[config.mk]
export PLATFORM = sky130hd
export DESIGN_NAME = in_order_completion_reorder_unit
export DESIGN_NICKNAME = d
export VERILOG_FILES = /design/src/rtl/ioc_pkg.sv /design/src/rtl/in_order_completion_reorder_unit.sv
export SDC_FILE = /design/constraint.sdc
export NUM_CORES = 1
export LEC_CHECK = 0
export BUFFER_PORTS_ARGS = -buffer_cell sky130_fd_sc_hd__buf_2
export CORE_MARGIN = 4
export CORE_UTILIZATION = 57
export CTS_BUF_LIST = sky130_fd_sc_hd__clkbuf_8
export CTS_CLUSTER_DIAMETER = 150
export DETAILED_ROUTE_END_ITERATION = 7
export MAX_ROUTING_LAYER = met4
export PLACE_DENSITY = 0.85
export SYNTH_ARGS = -nofsm -noshare
export SYNTH_HDL_FRONTEND = slang
export SYNTH_SLANG_ARGS = --single-unit
[constraint.sdc]
create_clock -name clk -period 12.2 [get_ports clk]
set_input_delay 0 -clock clk [delete_from_list [all_inputs] [get_ports clk]]
set_output_delay 0 -clock clk [all_outputs]
set_load 0.05 [all_outputs]
[src/rtl/ioc_pkg.sv]
`timescale 1ns / 1ps

package ioc_pkg;

  localparam int WINDOW_DEPTH = 16;
  localparam int IDX_W        = $clog2(WINDOW_DEPTH);
  localparam int SEQ_W        = 16;
  localparam int PAY_W        = 32;

  typedef logic [IDX_W-1:0] slot_idx_t;
  typedef logic [SEQ_W-1:0] seq_t;
  typedef logic [PAY_W-1:0] pay_t;

endpackage

[src/rtl/in_order_completion_reorder_unit.sv]
`timescale 1ns / 1ps

// In-order completion reorder unit.
// Input channel: in_sequence_id / in_payload, one completion per beat.
// Output channel: released handles in sequence order; out_last marks the
// final beat caused by one input, out_rejected flags an input whose sequence
// lies outside the window (one beat, last set, input payload echoed).
// Both channels use valid/stall; a beat moves when valid is high and stall low.
// Per input: a rejected input is loaded straight into the output register.
// A stored input is written to its slot, then the head slot is read from the
// single-read-port, registered-read slot memory, then beats are released one
// per cycle while the output is not stalled, ending when the next slot is
// empty; an empty head slot releases nothing. Input is stalled meanwhile.
// The final beat of an input sits in the output register while the next
// input is accepted. A stall on the output holds the output register and
// pauses the release walk; input is stalled until the output register frees.
// Reset clears all slot valid bits, the head slot and the expected sequence;
// no clearing pass is needed, and input is accepted the cycle after reset.
module in_order_completion_reorder_unit (
  input  logic                  clk,
  input  logic                  rst_n,
  input  logic                  in_valid,
  output logic                  in_stall,
  input  ioc_pkg::seq_t         in_sequence_id,
  input  ioc_pkg::pay_t         in_payload,
  output logic                  out_valid,
  input  logic                  out_stall,
  output ioc_pkg::pay_t         out_payload,
  output ioc_pkg::seq_t         out_sequence,
  output logic                  out_last,
  output logic                  out_rejected
);
  import ioc_pkg::*;

  localparam logic [1:0] S_IDLE = 2'd0;
  localparam logic [1:0] S_READ = 2'd1;
  localparam logic [1:0] S_EMIT = 2'd2;

  logic [1:0]              state_r, state_nxt;
  logic [WINDOW_DEPTH-1:0] valid_r, valid_nxt;
  slot_idx_t               head_r, head_nxt;
  seq_t                    ne_r, ne_nxt;

  pay_t                    mem [WINDOW_DEPTH];
  pay_t                    rd_data_r;
  slot_idx_t               rd_addr;
  logic                    wr_en;
  slot_idx_t               wr_idx;

  logic                    out_valid_r;
  pay_t                    out_payload_r;
  seq_t                    out_sequence_r;
  logic                    out_last_r;
  logic                    out_rejected_r;

  logic                    out_free;
  logic                    in_fire;
  seq_t                    offset;
  logic                    in_window;
  logic [IDX_W:0]          idx_sum;
  slot_idx_t               head_inc;
  logic                    emit_fire;
  logic                    load_out;
  pay_t                    load_payload;
  seq_t                    load_sequence;
  logic                    load_last;
  logic                    load_rejected;

  assign out_free  = !out_valid_r || !out_stall;
  assign in_stall  = !((state_r == S_IDLE) && out_free);
  assign in_fire   = in_valid && !in_stall;
  assign offset    = in_sequence_id - ne_r;
  assign in_window = offset < SEQ_W'(WINDOW_DEPTH);
  assign idx_sum   = (IDX_W+1)'(head_r) + (IDX_W+1)'(offset[IDX_W-1:0]);
  assign head_inc  = (head_r == IDX_W'(WINDOW_DEPTH - 1)) ? '0 : head_r + 1'b1;
  assign emit_fire = (state_r == S_EMIT) && out_free;
  assign wr_en     = in_fire && in_window;
  assign rd_addr   = emit_fire ? head_inc : head_r;

  always_comb begin
    if (idx_sum >= (IDX_W+1)'(WINDOW_DEPTH)) begin
      wr_idx = IDX_W'(idx_sum - (IDX_W+1)'(WINDOW_DEPTH));
    end else begin
      wr_idx = idx_sum[IDX_W-1:0];
    end
  end

  always_comb begin
    state_nxt     = state_r;
    valid_nxt     = valid_r;
    head_nxt      = head_r;
    ne_nxt        = ne_r;
    load_out      = 1'b0;
    load_payload  = rd_data_r;
    load_sequence = ne_r;
    load_last     = 1'b0;
    load_rejected = 1'b0;
    unique case (state_r)
      S_IDLE: begin
        if (in_fire) begin
          if (in_window) begin
            valid_nxt[wr_idx] = 1'b1;
            state_nxt         = S_READ;
          end else begin
            load_out      = 1'b1;
            load_payload  = in_payload;
            load_sequence = in_sequence_id;
            load_last     = 1'b1;
            load_rejected = 1'b1;
          end
        end
      end
      S_READ: begin
        state_nxt = valid_r[head_r] ? S_EMIT : S_IDLE;
      end
      S_EMIT: begin
        if (emit_fire) begin
          load_out          = 1'b1;
          load_last         = !valid_r[head_inc];
          valid_nxt[head_r] = 1'b0;
          head_nxt          = head_inc;
          ne_nxt            = ne_r + 1'b1;
          if (!valid_r[head_inc]) begin
            state_nxt = S_IDLE;
          end
        end
      end
      default: begin
        state_nxt = S_IDLE;
      end
    endcase
  end

  always_ff @(posedge clk) begin
    if (wr_en) begin
      mem[wr_idx] <= in_payload;
    end
    rd_data_r <= mem[rd_addr];
  end

  always_ff @(posedge clk) begin
    if (!rst_n) begin
      state_r <= S_IDLE;
      valid_r <= '0;
      head_r  <= '0;
      ne_r    <= '0;
    end else begin
      state_r <= state_nxt;
      valid_r <= valid_nxt;
      head_r  <= head_nxt;
      ne_r    <= ne_nxt;
    end
  end

  always_ff @(posedge clk) begin
    if (!rst_n) begin
      out_valid_r <= 1'b0;
    end else if (load_out) begin
      out_valid_r <= 1'b1;
    end else if (!out_stall) begin
      out_valid_r <= 1'b0;
    end
  end

  always_ff @(posedge clk) begin
    if (load_out) begin
      out_payload_r  <= load_payload;
      out_sequence_r <= load_sequence;
      out_last_r     <= load_last;
      out_rejected_r <= load_rejected;
    end
  end

  assign out_valid    = out_valid_r;
  assign out_payload  = out_payload_r;
  assign out_sequence = out_sequence_r;
  assign out_last     = out_last_r;
  assign out_rejected = out_rejected_r;

  a_reject_is_last: assert property (@(posedge clk) disable iff (!rst_n)
    (out_valid_r && out_rejected_r) |-> out_last_r)
    else $error("rejected beat without last");

  a_emit_head_valid: assert property (@(posedge clk) disable iff (!rst_n)
    (state_r == S_EMIT) |-> valid_r[head_r])
    else $error("release walk on an empty head slot");

  a_emit_advances: assert property (@(posedge clk) disable iff (!rst_n)
    emit_fire |=> (ne_r == $past(ne_r) + 1'b1) && !valid_r[$past(head_r)])
    else $error("release did not advance the window");

endmodule
==> flow_summary_export.csv <==
group,metric,value,unit
detailed_routing,drt_iter0_markers,1369,
worst_setup_path,critPathMaxFanout,25,
yosys,synthTopCellsByArea,"edfxtp_1 67%, mux4_2 12%, dfxtp_1 5.6%, mux2_2 2.1%, nand2_1 1.7%",
floorplanning,coreArea,43500,µm²
timing,grt_setup_unrepaired,"no",
timing,worst_slew_pin_slew,1.01,ns
worst_setup_path,rrSetupSlack,7.61,ns
worst_setup_path,path_cells,"ha_1 > fa_1 > inv_1 > ha_1 > a21o_1 > a21oi_1 > xnor2_1 > xor2_1 > nand2_1 > nor3_2 > buf_4",
clocking,clkLatencyLatePin,0.65,ns
timing,max_freq,218,MHz
layout,fin_cells,2272,
detailed_routing,drc,0,
yosys,synth_cells,1392,
grt,antenna_found_initial,1,
power,power_leakage,0.00986,µW
timing,setup_tns,0,ns
timing,final-max-slew-violation-count,0,
worst_setup_path,path_buf_inv,2,
yosys,synth.avg_cell_area,18.1,µm²
worst_setup_path,slowest_delay,0.67,ns
floorplanning,fp.dieW,218,µm
grt,grt_pass1_wl,85.4,mm
clocking,cts_max_path_buffers,3,
worst_hold_path,hp-start,"in_sequence_id[6]",
layout,final_layout_size_suffix_gt1_share,28.5,%
clocking,clkTransAtPathRegs,0.06,ns
place,dpl_worst_slack,7.65,ns
worst_setup_path,timing.rr.start,"ne_r[0]",
timing,relSlewSlack,32.3,%
detailed_routing,wl_per_cell,24.6,µm
clocking,h-tree-depth,3,
detailed_routing,dr_total_vias,13800,
worst_setup_path,crit_family,"adder cells",
yosys,yosys.area.top_type,"edfxtp_1",
worst_setup_path,cp_slowest_cell,"xor2_1",
worst_setup_path,startpoint,"ne_r[0]",
yosys,seq_area_frac_synth,72.4,%
worst_setup_path,critPathCapture,"mem[2][14]",
yosys,synth_warnings,0,
yosys,synth_common_cells,"562 x edfxtp_1, 137 x mux4_2, 112 x nand2_1",
place,port_buffers,103,
yosys,yosysMostFrequentCell,"edfxtp_1",
worst_hold_path,hold_path_class,"input port to flop",
detailed_routing,drt_wl_total,55.8,mm
timing,whs,0.218,ns
layout,multiInputGateArea,6660,µm²
worst_setup_path,arrival,4.87,ns
yosys,syn_nets,1469,
worst_setup_path,crit_top_cell,"ha_1",
clocking,post_cts_resized,0,
detailed_routing,via_per_inst,6.07,
clocking,cts_root_buffer,"clkbuf_8",
layout,fill_cells,2721,
grt,grt_max_degree,130,
detailed_routing,drtAntennaViolNets,0,
power,peakVddDrop,0.107,mV
worst_setup_path,setup.worst_path.start_class,"flop",
place,hpwl,28.5,mm
floorplanning,io_pins,104,
yosys,synth-edff-count,562,
timing,timing.final.ws_setup,7.61,ns
grt,grt.total_usage,24.4,%
place,dp_cells,2039,
worst_setup_path,worst-path-stages,11,
run,maxCapViolCount,0,
timing,skew,0.0210,ns
yosys,synth.distinct_cells,59,
clocking,clock_sinks,633,
floorplanning,initial_utilization,58.1,%
place,gp_congestion,0.890,
detailed_routing,dr.pass1.iters,6,
yosys,syn_area,25300,µm²
worst_setup_path,critPathKind,"flop to flop",
outcome,status,"completed",
grt,grt_pass1_vias,14500,
layout,syn2layout_area_growth,14.7,%
yosys,synth-seq-cells,633,
timing,hold_viol,0,
worst_setup_path,r2r_cells,11,
timing,period_needed,4.59,ns
yosys,ys_async_sr_fraction,0,%
worst_setup_path,worstPathRequired,12.48,ns
clocking,cts_buffers,96,
floorplanning,dieArea,47700,µm²
layout,seqCellArea,18300,µm²
power,power_density,146,nW/µm²
worst_setup_path,end_kind,"flop",
floorplanning,row_count,76,
clocking,cts_tree,"yes",
grt,grt-ovfl-total,0,
timing,setup_viol,0,
floorplanning,dieHeight,218,µm
timing,min_period_over_period,37.6,%
yosys,synth_top_area_share,66.8,%
yosys,ys.flop_type,"edfxtp_1",
layout,nNetsFinal,1680,
worst_setup_path,r2r_end,"mem[2][14]",
clocking,cts_setup_buffers,0,
per-layer routing:
layer | routed length, µm | GRT usage, % | part of all wire (%)
met5 | 0 | - | 0
met2 | 28200 | 39.1 | 51
met3 | 4680 | 4.67 | 8.4
met1 | 21500 | 31.9 | 38
met4 | 1460 | 8.45 | 2.6
worst min-delay path: stages:
cell	delay [ns]
dlygate4sd3_1	0.51
buf_2	0.11
mux2_2	0.14
state kept, by name, indices dropped and copies added, names as in the netlist:
signal and cells:
out_valid 1, out_rejected 1, valid_r 16, rd_data_r 32, ne_r 16, mem 512
out_sequence 16, out_payload 32, head_r 4, out_last 1, state_r 2
cells by family after synthesis:
kind of cell | synth area share, %
AND/OR/NAND/NOR | 4.66
flip-flops | 72.4
XOR/XNOR | 0.971
adder cells (fa/ha/maj) | 1.30
buffers and inverters | 1.75
multiplexers | 14.6
AO/OA/AOI/OAI | 4.32
cells in the final DEF, fill, tap and decap left out, drive strengths merged, types with 35 or more instances in the layout:
| master | instances |
|---|---|
| nand2 | 112 |
| a31oi | 36 |
| dlygate4sd3 | 51 |
| inv | 64 |
| and2 | 35 |
| mux4 | 137 |
| buf | 129 |
| edfxtp | 562 |
| dfxtp | 71 |
| nor2 | 38 |
| mux2 | 48 |
| clkbuf | 110 |
per-stage QoR:
step	utilization, %	power [µW]	instance area, µm²
after floorplan	-	2510	25300
after global placement	61.1	2570	26500
after detailed placement	61.1	2570	26500
after CTS	66.7	4270	29000
after global routing	66.7	4390	29000
final	66.7	4240	29000
worst min-delay path by stage:
stage                                   to  slack (ns)  cells after the start
final                      out_sequence[6]        0.22                      3
after global routing       out_sequence[6]        0.21                      3
after CTS                 out_sequence[15]        0.19                      3
after detailed placement   out_sequence[7]        0.33                      2
after global placement           out_valid        0.32                      3
after floorplan                  mem[0][0]         0.1                      0
power breakdown:
group	switching [µW]	internal, µW
registers	4.08	2370
clock network	808	895
logic	118	49.3
what timing repair did:
| item | CTS | global route |
|---|---|---|
| setup endpoints to repair | 0 | 0 |
| hold buffers | 51 | 0 |
| hold endpoints to repair | 580 | 0 |
cell type report:
cell class                      count  area share, %
Sequential cell                   633           63.2
Clock inverter                     71           1.39
Tap cell                          585           2.53
Clock buffer                      110           5.23
Inverter                           32          0.415
Timing Repair Buffer              180           4.30
Multi-Input combinational cell    660           23.0
Antenna cell                        1        0.00864
No activity file was read; power rests on OpenSTA's default activity.
